--- config.mk ---
export PLATFORM = sky130hd
export DESIGN_NAME = csv_field_tokenizer
export DESIGN_NICKNAME = d
export VERILOG_FILES = /design/src/csvt_pkg.sv /design/src/csvt_step.sv /design/src/csv_field_tokenizer.sv
export SDC_FILE = /design/constraint.sdc
export NUM_CORES = 1
export LEC_CHECK = 0
export BUFFER_PORTS_ARGS = -buffer_cell sky130_fd_sc_hd__clkbuf_2
export CORE_AREA = 2 2 79 81
export CTS_CLUSTER_DIAMETER = 150
export CTS_CLUSTER_SIZE = 16
export DETAILED_ROUTE_END_ITERATION = 16
export DIE_AREA = 0 0 81 83
export GPL_TIMING_DRIVEN = 0
export PLACE_DENSITY = 0.5
export SLEW_MARGIN = 20
export SYNTH_ARGS = -nofsm -noshare
export SYNTH_HDL_FRONTEND = slang
export SYNTH_HIERARCHICAL = 1
export SYNTH_SLANG_ARGS = --single-unit
--- constraint.sdc ---
create_clock -name clk -period 4.5 [get_ports clk]
set_input_delay 0.45 -clock clk [delete_from_list [all_inputs] [get_ports clk]]
set_output_delay 0.45 -clock clk [all_outputs]
set_load 0.05 [all_outputs]
--- src/csvt_pkg.sv ---
// ----------------------------------------------------------------------------
// csvt_pkg
// Shared types and constants for the CSV field tokenizer.
// ----------------------------------------------------------------------------
package csvt_pkg;

  localparam int BYTE_W  = 8;
  localparam int KIND_W  = 2;
  localparam int CFG_IDX_W = 2;

  // Fixed control characters.
  localparam logic [BYTE_W-1:0] CH_LF = 8'h0A;
  localparam logic [BYTE_W-1:0] CH_CR = 8'h0D;

  // Configuration register reset values: comma and double quote.
  localparam logic [BYTE_W-1:0] DELIM_RESET = 8'h2C;
  localparam logic [BYTE_W-1:0] QUOTE_RESET = 8'h22;

  // Configuration register indexes.
  localparam logic [CFG_IDX_W-1:0] CFG_DELIMITER = 2'd0;
  localparam logic [CFG_IDX_W-1:0] CFG_QUOTE     = 2'd1;

  // Token kinds.
  localparam logic [KIND_W-1:0] KIND_DATA  = 2'd0;
  localparam logic [KIND_W-1:0] KIND_FIELD = 2'd1;
  localparam logic [KIND_W-1:0] KIND_ROW   = 2'd2;

  typedef struct packed {
    logic [BYTE_W-1:0] byte_in;
    logic              end_of_text;
  } csvt_in_t;

  typedef struct packed {
    logic [KIND_W-1:0] token_kind;
    logic [BYTE_W-1:0] out_byte;
  } csvt_out_t;

  // Parser flags carried from one byte to the next.
  typedef struct packed {
    logic inside_quotes;
    logic quote_pending;
    logic swallow_lf;
    logic field_has_data;
    logic row_has_fields;
  } csvt_state_t;

endpackage

--- src/csvt_step.sv ---
// ----------------------------------------------------------------------------
// csvt_step
// Combinational decode of one byte: next parser flags and optional token.
// ----------------------------------------------------------------------------
module csvt_step
  import csvt_pkg::*;
(
  input  csvt_in_t          item,
  input  csvt_state_t       st,
  input  logic [BYTE_W-1:0] delimiter_char,
  input  logic [BYTE_W-1:0] quote_char,
  output csvt_state_t       st_nxt,
  output logic              emit,
  output csvt_out_t         token
);

  logic [BYTE_W-1:0] b;
  logic              is_quote;
  logic              is_delim;

  assign b        = item.byte_in;
  assign is_quote = (b == quote_char);
  assign is_delim = (b == delimiter_char);

  always_comb begin
    logic go;
    logic outside;
    st_nxt           = st;
    emit             = 1'b0;
    token.token_kind = KIND_DATA;
    token.out_byte   = '0;
    go               = 1'b1;
    outside          = 1'b0;

    if (item.end_of_text) begin
      // Flush the last row, then return every flag to its reset value.
      if (st.field_has_data || st.row_has_fields) begin
        emit             = 1'b1;
        token.token_kind = KIND_ROW;
      end
      st_nxt = '0;
    end else begin
      st_nxt.swallow_lf = 1'b0;
      if (st.swallow_lf && (b == CH_LF)) begin
        go = 1'b0;
      end

      if (go) begin
        if (st.quote_pending) begin
          st_nxt.quote_pending = 1'b0;
          if (is_quote) begin
            // Doubled quote gives one literal quote byte.
            st_nxt.field_has_data = 1'b1;
            emit                  = 1'b1;
            token.out_byte        = b;
          end else begin
            st_nxt.inside_quotes = 1'b0;
            outside              = 1'b1;
          end
        end else if (st.inside_quotes) begin
          if (is_quote) begin
            st_nxt.quote_pending = 1'b1;
          end else begin
            st_nxt.field_has_data = 1'b1;
            emit                  = 1'b1;
            token.out_byte        = b;
          end
        end else begin
          outside = 1'b1;
        end

        if (outside) begin
          if (is_quote) begin
            st_nxt.inside_quotes = 1'b1;
          end else if (is_delim) begin
            st_nxt.field_has_data = 1'b0;
            st_nxt.row_has_fields = 1'b1;
            emit                  = 1'b1;
            token.token_kind      = KIND_FIELD;
          end else if ((b == CH_LF) || (b == CH_CR)) begin
            if (st.field_has_data || st.row_has_fields) begin
              st_nxt.field_has_data = 1'b0;
              st_nxt.row_has_fields = 1'b0;
              emit                  = 1'b1;
              token.token_kind      = KIND_ROW;
            end
            if (b == CH_CR) begin
              st_nxt.swallow_lf = 1'b1;
            end
          end else begin
            st_nxt.field_has_data = 1'b1;
            emit                  = 1'b1;
            token.out_byte        = b;
          end
        end
      end
    end
  end

endmodule

--- src/csv_field_tokenizer.sv ---
// ----------------------------------------------------------------------------
// csv_field_tokenizer
// Byte-serial CSV tokenizer emitting data bytes, field ends and row ends.
// ----------------------------------------------------------------------------
// Each byte passes from the input register to the result register.
// Throughput: one byte per cycle unless out_ready stalls the output; one decode
// stage between the two registers, parser flags updated as each byte leaves it.
// Reset (rst_n low, synchronous): pipeline emptied, parser flags cleared,
// delimiter set to comma and quote to double quote.
module csv_field_tokenizer
  import csvt_pkg::*;
(
  input  logic                 clk,
  input  logic                 rst_n,

  input  logic                 in_valid,
  output logic                 in_ready,
  input  csvt_in_t             in_data,

  output logic                 out_valid,
  input  logic                 out_ready,
  output csvt_out_t            out_data,

  input  logic                 cfg_valid,
  output logic                 cfg_ready,
  input  logic [CFG_IDX_W-1:0] cfg_index,
  input  logic [BYTE_W-1:0]    cfg_data
);

  // Configuration registers. Writes are always taken; the user must send them only
  // while the tokenizer is idle. The block does not enforce this; it has no interlock.
  logic [BYTE_W-1:0] delim_r;
  logic [BYTE_W-1:0] quote_r;

  assign cfg_ready = 1'b1;

  always_ff @(posedge clk) begin
    if (!rst_n) begin
      delim_r <= DELIM_RESET;
      quote_r <= QUOTE_RESET;
    end else if (cfg_valid) begin
      case (cfg_index)
        CFG_DELIMITER: delim_r <= cfg_data;
        CFG_QUOTE:     quote_r <= cfg_data;
        default:       ;
      endcase
    end
  end

  // Result register. Bytes that produce no token pass through without
  // occupying it.
  logic      out_valid_r;
  csvt_out_t out_data_r;

  // Input register. The held byte moves on whenever the result register is
  // empty or is being drained in this cycle, so a new transaction can be
  // accepted every cycle while results keep flowing.
  logic        s1_valid_r;
  csvt_in_t    s1_item_r;
  logic        advance;

  assign advance  = s1_valid_r && (!out_valid_r || out_ready);
  assign in_ready = !s1_valid_r || advance;

  always_ff @(posedge clk) begin
    if (!rst_n) begin
      s1_valid_r <= 1'b0;
    end else if (in_ready) begin
      s1_valid_r <= in_valid;
    end
  end

  always_ff @(posedge clk) begin
    if (in_valid && in_ready) begin
      s1_item_r <= in_data;
    end
  end

  // Parser flags and the per-byte decode.
  csvt_state_t st_r;
  csvt_state_t st_nxt;
  logic        step_emit;
  csvt_out_t   step_token;

  csvt_step u_step (
    .item           (s1_item_r),
    .st             (st_r),
    .delimiter_char (delim_r),
    .quote_char     (quote_r),
    .st_nxt         (st_nxt),
    .emit           (step_emit),
    .token          (step_token)
  );

  always_ff @(posedge clk) begin
    if (!rst_n) begin
      st_r <= '0;
    end else if (advance) begin
      st_r <= st_nxt;
    end
  end

  always_ff @(posedge clk) begin
    if (!rst_n) begin
      out_valid_r <= 1'b0;
    end else if (advance) begin
      out_valid_r <= step_emit;
    end else if (out_ready) begin
      out_valid_r <= 1'b0;
    end
  end

  always_ff @(posedge clk) begin
    if (advance && step_emit) begin
      out_data_r <= step_token;
    end
  end

  assign out_valid = out_valid_r;
  assign out_data  = out_data_r;

  // A pending quote only exists within a quoted section.
  assert property (@(posedge clk) disable iff (!rst_n)
    st_r.quote_pending |-> st_r.inside_quotes)
    else $error("quote pending outside a quoted section");

  // The LF swallow flag is only set by a CR seen outside quotes.
  assert property (@(posedge clk) disable iff (!rst_n)
    st_r.swallow_lf |-> (!st_r.inside_quotes && !st_r.quote_pending))
    else $error("swallow flag set inside quotes");

  // A row end leaves an empty field and an empty row behind.
  assert property (@(posedge clk) disable iff (!rst_n)
    (advance && step_emit && (step_token.token_kind == KIND_ROW))
      |=> (!st_r.field_has_data && !st_r.row_has_fields))
    else $error("row end did not clear field and row flags");

  // Only defined token kinds reach the output.
  assert property (@(posedge clk) disable iff (!rst_n)
    out_valid_r |-> (out_data_r.token_kind == KIND_DATA ||
                     out_data_r.token_kind == KIND_FIELD ||
                     out_data_r.token_kind == KIND_ROW))
    else $error("undefined token kind at output");

endmodule
==> impl_metrics.tcl, run 1 <==
set metrics [dict create \
    status "completed" \
    ctsHtreeMaxLevel 2 \
    fin_crit_ns 2.76 \
    syn-instance-count 185 \
    rsz0062_at_grt "no" \
    reg2regPathDepth 7 \
    ios 37 \
    crit_family "simple AND/OR/NAND/NOR gates" \
    n_fill_cell 605 \
    skew_ns 0.00328 \
    slew_headroom_pct 45.1 \
    power_leakage_nw 0.940 \
    portBuffers 34 \
    initial_core_util_pct 34.5 \
    fin_area_um2 2370 \
    drcViolationCount 0 \
    area_delta_synth_final_pct 18.5 \
    cp_num_buf_inv 0 \
    worstPathRequired_ns 4.42 \
    hold_start "in_data[7]" \
    critPathLaunch "s1_item_r[2]" \
    cts.repair.resized 0 \
    yosys-top-cells-area "edfxtp_1, dfxtp_1, nand2_1" \
    grt_max_degree 14 \
    drt_iter0_markers 53 \
    ys_types 44 \
    worstMarginPinSlew_ns 0.821 \
    finalHoldViolCount 0 \
    cts_made_buffers 5 \
    fmax_ghz 0.363 \
    postCtsSetupRepairBufs 0 \
    yosys_warnings 6 \
    clockBufferDepth 2 \
    min_to "s1_item_r[7]" \
    setup_ws_ns 1.74 \
    fin_nets 250 \
    grt_pass1_wl_um 6900 \
    synth_nets 209 \
    fp.dieW_um 81 \
    drv_slew 0 \
    rrSetupSlack_ns 1.74 \
    wl_per_cell_um 13.6 \
    diodes 0 \
    hold-worst-slack_ns 0.327 \
    hold_path.class "primary input to flip-flop" \
    ys_ff_latch 42 \
    layoutNonFillerInstCount 302 \
    place_inst 294 \
    cp-end-kind "flip-flop" \
    die_area_um2 6720 \
    hold_depth 1 \
    clk_latency_ns 0.29 \
    criticalPathCategory "flip-flop to flip-flop" \
    synth_top_cell_by_area "edfxtp_1" \
    drt.antenna.violating_nets 0 \
    ys_seq_area_share_pct 51.4 \
    tritoncts "built" \
    period_share_pct 61.3 \
    synth_top_area_share_pct 28.5 \
    worstPathArrival_ns 2.68 \
    p_per_area_nw_per_um2 338 \
    grt_util_all_layers_pct 13.5 \
    path_cells "xor2_1 -> nor4_2 -> a21oi_2 -> a31oi_1 -> o32a_1 -> nand2_1 -> nor2_1" \
    coreArea_um2 5820 \
    cp-start-kind "flip-flop" \
    cts_sinks 42 \
    die_h_um 83 \
    peakVddDrop_uv 160 \
    critPathMaxFanout 10 \
    rows 28 \
    grt_pass1_vias 1394 \
    dr.pass1.iters 4 \
    vias_per_cell 4.70 \
    cts_root_buf "clkbuf_8" \
    antenna_found_initial 0 \
    gp_congestion 0.753 \
    grt_overflow 0 \
    r2r_end "out_data[3]" \
    layout-drive-gt1-share_pct 28.6 \
    clkTransAtPathRegs_ns 0.08 \
    dpl-instance-area_um2 2270 \
    postSynthAreaPerCell_um2 10.8 \
    setup_viol 0 \
    ctsHoldBuffers 0 \
    max_cap_violations 0 \
    vias 1420 \
    pre_cts_ws_ns 1.65 \
    crit_path_top_delay_cell "nor2_1" \
    max_stage_delay_ns 0.63 \
    netlist_area_um2 2000 \
    fin_tns_setup_ns 0 \
    dpl.hpwl_um 3080 \
    routed_wl_um 4120 \
    timing.rr.start "s1_item_r[2]" \
]
==> layout make-up <==
| type | count | area (um^2) | area share [%] |
|---|---|---|---|
| clock buffers | 6 | 72.6 | 3.06 |
| inverters | 2 | 7.51 | 0.316 |
| well taps | 75 | 93.8 | 3.95 |
| flip-flops and latches | 42 | 1030 | 43.4 |
| clock inverters | 2 | 33.8 | 1.42 |
| multi-input cells | 131 | 896 | 37.7 |
| plain buffers | 10 | 70.1 | 2.95 |
| repair buffers | 34 | 170 | 7.17 |
==> through the flow <==
step | utilization (%) | power, mW
global route | 40.8 | 0.841
CTS | 40.8 | 0.814
global placement | 39.0 | 0.521
finish | 40.8 | 0.803
floorplan | - | 0.494
detailed placement | 39.0 | 0.522
==> cell usage in the layout, fill, tap and decap left out, drive strengths merged, types with 2 or more instances in the layout <==
cell	n
xor2	8
nand2	27
nor2b	4
mux2i	10
o21ai	14
edfxtp	19
xnor2	8
nor4	3
and3	3
and2	8
dfxtp	23
nand4	2
buf	7
inv	2
a21oi	5
nor2	5
a31oi	2
nand3	15
clkbuf	43
==> synth_stat cells (all sizes together) <==
cell / n
nor3b: 1
nor2b: 4
nor3: 1
clkbuf: 3
nor4: 3
a21boi: 1
nor4bb: 1
dfxtp: 23
or2: 1
xor2: 8
o21ai: 14
and2: 8
o211ai: 1
nand2: 27
o32a: 1
inv: 2
buf: 7
and3b: 1
a41oi: 1
mux2i: 10
conb: 1
nand2b: 1
o21a: 1
or3b: 1
nor2: 5
a221oi: 1
and3: 3
a31oi: 2
a21oi: 5
a32o: 1
nand3: 15
edfxtp: 19
nand4: 2
nand3b: 1
xnor2: 8
nor4b: 1
==> how the worst max path moves through the flow <==
stage / end / slack [ns] / cells past startpoint
2_1_floorplan: out_data[0] / 2.20 / 7
3_3_place_gp: out_data[0] / 1.65 / 7
3_5_place_dp: out_data[5] / 1.65 / 7
4_1_cts: out_data[3] / 1.65 / 7
5_1_grt: out_data[3] / 1.50 / 7
6_report: out_data[3] / 1.74 / 7
==> layer usage <==
| layer | routed length [um] | vias up | GRT usage, % |
|---|---|---|---|
| met3 | 210 | 7 | 3.70 |
| met2 | 1850 | 37 | 20.5 |
| met1 | 2010 | 642 | 18.5 |
| met5 | 0 | - | 0 |
| met4 | 58 | 0 | 4.16 |
| li1 | - | 734 | - |
==> state kept, by name, indices dropped and copies added, names as in the netlist <==
| signal | flops |
|---|---|
| quote_r | 8 |
| st_r | 5 |
| out_valid | 1 |
| s1_item_r | 9 |
| s1_valid_r | 1 |
| out_data | 10 |
| delim_r | 8 |
==> where the power goes <==
| part | internal [mW] | switching (mW) | leakage (nW) | total (mW) |
|---|---|---|---|---|
| clock | 0.164 | 0.128 | 0.0528 | 0.291 |
| sequential | 0.414 | 0.0134 | 0.368 | 0.428 |
| combinational | 0.0334 | 0.0510 | 0.519 | 0.0844 |
==> cell families (layout without fill, tap and decap cells) <==
logic type | Yosys count | after routing | synth area share [%]
buf+inv | 12 | 54 | 3.87
xor+xnor | 16 | 16 | 6.99
flops | 42 | 42 | 51.4
simple gates | 76 | 76 | 22.0
compound gates | 28 | 28 | 10.5
mux | 10 | 10 | 4.99
other cells | 1 | 1 | 0.187
No activity file was read; power rests on OpenSTA's default activity.
==> run 2: changes to the inputs <==
- PLACE_DENSITY: 0.5 -> 0.52
- clock period: 4.5 -> 2.4 ns (I/O delays scaled with it)
==> run 2 against run 1 <==
Total power rose by 77%. Via count rose by 2.1%. Largest power group unchanged. First-iteration DRC count rose by 21%. Final cell count rose by 3.0%. Sequential power rose by 87%. Critical path depth rose by 2. Sequential cell count did not move. Sequential share of layout area fell by 1.4 points. Worst hold slack got worse by 0.22 ns. Highest routed layer unchanged. Design area rose by 3.4%. Count of clock-buffer cells in the layout fell by 1. Core utilization rose by 1.4 points.
==> impl_metrics.tcl, run 2 (synthesized netlist as in run 1, its figures left out) <==
set metrics [dict create \
    ctsHoldBuffers 0 \
    hold_start "in_data[6]" \
    drv_slew 0 \
    timing.rr.start "s1_item_r[6]" \
    rsz0062_at_grt "no" \
    area_delta_synth_final_pct 22.5 \
    finalHoldViolCount 0 \
    coreArea_um2 5820 \
    antenna_found_initial 0 \
    rows 28 \
    power_leakage_nw 0.978 \
    cts_root_buf "clkbuf_8" \
    switchingPower_mw 0.371 \
    routed_wl_um 4030 \
    hold_path.class "primary input to flip-flop" \
    die_area_um2 6720 \
    worstMarginPinSlew_ns 0.540 \
    clkPwrFrac_pct 31.7 \
    setup_viol 0 \
    p_per_area_nw_per_um2 580 \
    min_to "s1_item_r[6]" \
    cts_sinks 42 \
    grt_util_all_layers_pct 12.8 \
    slew_headroom_pct 64.0 \
    final_cell_mix "clkbuf_2, nand2_1, dfxtp_1" \
    grt_overflow 0 \
    power_frac_comb_pct 12.2 \
    p_seq_share_pct 56.1 \
    multi_input_area_um2 912 \
    fmax_ghz 0.440 \
    clockBufferDepth 2 \
    n_fill_cell 619 \
    mostFrequentLayoutCell "clkbuf_2" \
    gp_congestion 0.782 \
    largest_register_ffs 10 \
    ios 37 \
    wl_per_cell_um 13.0 \
    intPower_mw 1.05 \
    grt_max_degree 15 \
    skew_ns 0.00838 \
    fin_nets 259 \
    grt_pass1_wl_um 6440 \
    peakVddDrop_uv 285 \
    worstPathRequired_ns 2.42 \
    vias_per_cell 4.66 \
    hold_depth 1 \
    top_layer_used "met4" \
    worstPathArrival_ns 2.29 \
    drcViolationCount 0 \
    drt_iter0_markers 64 \
    max_cap_violations 0 \
    cts_made_buffers 5 \
    rrSetupSlack_ns 0.13 \
    clk_latency_ns 0.30 \
    drt.antenna.violating_nets 0 \
    dpl.hpwl_um 3040 \
    fin_crit_ns 2.27 \
    die_h_um 83 \
    portBuffers 34 \
    tritoncts "built" \
    initial_core_util_pct 34.5 \
    grt_pass1_vias 1350 \
    cp-end-kind "flip-flop" \
    wl_met1_um 2000 \
    vias 1450 \
    dr.pass1.iters 4 \
    criticalPathCategory "flip-flop to flip-flop" \
    fin_area_um2 2450 \
    dpl-instance-area_um2 2270 \
    layout.area.seq_um2 1030 \
    status "completed" \
    wl_met3_um 138 \
    critPathMaxFanout 10 \
    layout-drive-gt1-share_pct 32.6 \
    cp-start-kind "flip-flop" \
    reg2regPathDepth 9 \
    r2r_end "out_data[2]" \
    diodes 0 \
    ctsHtreeMaxLevel 2 \
    period_share_pct 94.7 \
    fp.dieW_um 81 \
    clkTransAtPathRegs_ns 0.08 \
    fin_util_pct 42.2 \
    wl_met2_um 1800 \
    swShare_pct 26.0 \
]
==> run 2: final cells by class <==
cell class	count	area share, %
plain buffers	10	2.85
clock buffers	5	2.80
clock inverters	3	0.866
inverters	2	0.306
multi-input cells	131	37.2
flip-flops and latches	42	42.0
well taps	75	3.82
repair buffers	43	10.2
==> run 2: how the worst max path moves through the flow <==
stage	startpoint	endpoint	slack (ns)	cells after the start
floorplan	s1_item_r[8]	out_data[0]	0.1	7
global placement	s1_item_r[2]	out_data[5]	-0.32	7
detailed placement	s1_item_r[2]	out_data[5]	-0.35	7
CTS	s1_item_r[2]	out_data[2]	0.02	7
global route	s1_item_r[2]	out_data[1]	0.01	9
finish	s1_item_r[6]	out_data[2]	0.13	9
==> run 2: metrics by stage <==
stage / TNS (ns) / instances / hold slack, ns / worst slack [ns] / total power [mW]
2_1_floorplan: 0 / 185 / 0.339 / 0.0984 / 0.926
5_1_grt: 0 / 311 / 0.104 / 0.00953 / 1.49
4_1_cts: 0 / 302 / 0.0987 / 0.0165 / 1.43
3_3_place_gp: -3.19 / 294 / 0.418 / -0.320 / 0.975
6_report: 0 / 311 / 0.109 / 0.127 / 1.42
3_5_place_dp: -3.52 / 294 / 0.419 / -0.352 / 0.976
==> run 2: repair_timing <==
action | CTS | global route
endpoints found under the setup margin | 10 | 10
setup buffers | 0 | 9
pin swaps | 0 | 4
resized for setup | 2 | 1
cloned | 0 | 0
==> run 2: routing by layer <==
layer / global-route usage, % / vias up
met5: 0 / -
met4: 6.93 / 0
met3: 2.28 / 7
met2: 18.3 / 33
met1: 18.0 / 659
li1: - / 751
==> run 2: power groups by stage <==
| stage | clock network [mW] | logic [mW] | registers, mW |
|---|---|---|---|
| after floorplan | 0 | 0.0918 | 0.834 |
| after global placement | 0 | 0.157 | 0.818 |
| after detailed placement | 0 | 0.158 | 0.818 |
| after CTS | 0.470 | 0.160 | 0.802 |
| after global routing | 0.499 | 0.190 | 0.803 |
| final | 0.451 | 0.174 | 0.799 |
==> run 2: critical path, cell delays in order, from the launching register on <==
cell	delay, ns
edfxtp_1	0.51
buf_4	0.19
xnor2_1	0.15
nand4_1	0.15
or2_1	0.29
a31oi_1	0.15
o32a_1	0.18
nand2_1	0.10
nor2_4	0.14
buf_12	0.13
==> run 3: changes to the inputs <==
- CAP_MARGIN: default -> 20
- clock period: 2.4 -> 1.9 ns (I/O delays scaled with it)
==> run 3 against run 2 <==
The run now ends with setup timing left. Worst hold slack worse by 0.043 ns. Setup slack lost 0.37 ns. Clock skew shrank 0.0033 ns. Design area rose by 7.5%. Highest routed layer unchanged. Sequential cell count unchanged. Sequential power increased by 26%. Core utilization increased by 3.2 points. Combinational power is 43% higher. Register-to-register slack worse by 0.37 ns. Total power increased by 35%. Via count increased by 3.4%.
==> impl_metrics.tcl, run 3 (synthesized netlist as in run 1, its figures left out) <==
set metrics [dict create \
    cp-end-kind "flip-flop" \
    die_area_um2 6720 \
    routed_wl_um 4120 \
    finalHoldViolCount 0 \
    failed_checks "setup timing" \
    hold_path.class "primary input to flip-flop" \
    slew_headroom_pct 65.2 \
    wl_per_cell_um 12.7 \
    drt.antenna.violating_nets 0 \
    rows 28 \
    critPathMaxFanout 10 \
    cts_made_buffers 5 \
    tritoncts "built" \
    layout-drive-gt1-share_pct 39.0 \
    drv_slew 0 \
    fp.dieW_um 81 \
    period_share_pct 113 \
    criticalPathCategory "flip-flop to flip-flop" \
    worstPathRequired_ns 1.91 \
    grt_pass1_wl_um 6610 \
    ctsHtreeMaxLevel 2 \
    final_cell_mix "clkbuf_2, nand2_1, dfxtp_1" \
    setup_viol 23 \
    grt_util_all_layers_pct 12.8 \
    fin_area_um2 2640 \
    antenna_found_initial 0 \
    cts_sinks 42 \
    layoutNonFillerInstCount 324 \
    mostFrequentLayoutCell "clkbuf_2" \
    rsz0062_at_grt "yes" \
    clockBufferDepth 2 \
    fmax_ghz 0.467 \
    status "finished with violations" \
    dpl.hpwl_um 3050 \
    coreArea_um2 5820 \
    vias_per_cell 4.63 \
    cp-start-kind "flip-flop" \
    portBuffers 34 \
    clkTransAtPathRegs_ns 0.08 \
    worstMarginPinSlew_ns 0.521 \
    fin_crit_ns 2.14 \
    largest_register_ffs 10 \
    fin_util_pct 45.4 \
    vias 1500 \
    worstPathArrival_ns 2.15 \
    initial_core_util_pct 34.5 \
    p_per_area_nw_per_um2 729 \
    peakVddDrop_uv 462 \
    ios 37 \
    place_inst 294 \
    grt_pass1_vias 1373 \
    grt_max_degree 14 \
    die_h_um 83 \
    cts_root_buf "clkbuf_8" \
    fin_tns_setup_ns -2.90 \
    power_leakage_nw 1.06 \
    drt_iter0_markers 50 \
    gp_congestion 0.740 \
    clk_latency_ns 0.29 \
    grt_overflow 0 \
    setup_ws_ns -0.243 \
    dpl-instance-area_um2 2280 \
    max_cap_violations 0 \
    area_delta_synth_final_pct 31.7 \
    fin_nets 272 \
    diodes 0 \
    skew_ns 0.00507 \
    dr.pass1.iters 4 \
    drcViolationCount 0 \
]
run 3: per-stage QoR:
step / hold WS [ns] / setup slack [ns] / total power [mW]
floorplan: 0.289 / -0.103 / 1.17
global placement: 0.367 / -0.429 / 1.23
detailed placement: 0.369 / -0.441 / 1.23
CTS: 0.0553 / -0.266 / 1.94
global route: 0.0495 / -0.356 / 2.01
finish: 0.0662 / -0.243 / 1.92
run 3: worst paths after layout:
kind	from	to	slack, ns	depth (start not counted)
worst max register to register	s1_item_r[5]	out_data[5]	-0.24	9
worst min register to register	st_r[2]	st_r[2]	0.47	2
worst max-delay path	s1_item_r[5]	out_data[5]	-0.24	9
worst min-delay path	in_data[4]	s1_item_r[4]	0.07	1
run 3: power by group:
part           total (mW)  internal, mW  switching [mW]
logic               0.249         0.110           0.139
registers            1.01         0.981          0.0257
clock network       0.669         0.375           0.293
total                1.92          1.47           0.458
run 3: layer usage:
metal | track usage, % | up-vias | part of all wire [%]
met1 | 16.9 | 685 | 47
met4 | 4.47 | 0 | 1.3
met3 | 3.70 | 6 | 4.5
met5 | 0 | - | 0
li1 | - | 779 | -
met2 | 19.8 | 30 | 47
run 3: worst max-delay path: stages (launching register included):
cell and delay, ns:
edfxtp_1 0.40, buf_4 0.17, xnor2_1 0.19, nand4_1 0.15, or2_4 0.26, a31oi_1 0.17, o32a_1 0.19, nand2_2 0.08
nor2_4 0.11, buf_12 0.13
run 3: layout make-up:
cell class / instances / area (um^2)
fill: 603 / 3180
sequential: 42 / 1030
multi-input combinational: 131 / 961
timing repair buffer: 56 / 359
clock buffer: 8 / 111
tap: 75 / 93.8
buffer: 10 / 76.3
inverter: 2 / 7.51
run 3: repair_timing:
| action | CTS | global route |
|---|---|---|
| setup endpoints to repair | 20 | 25 |
| buffers inserted | 18 | 4 |
| resized for setup | 8 | 7 |
| pin swaps | 13 | 8 |
| hold buffers | 0 | 0 |
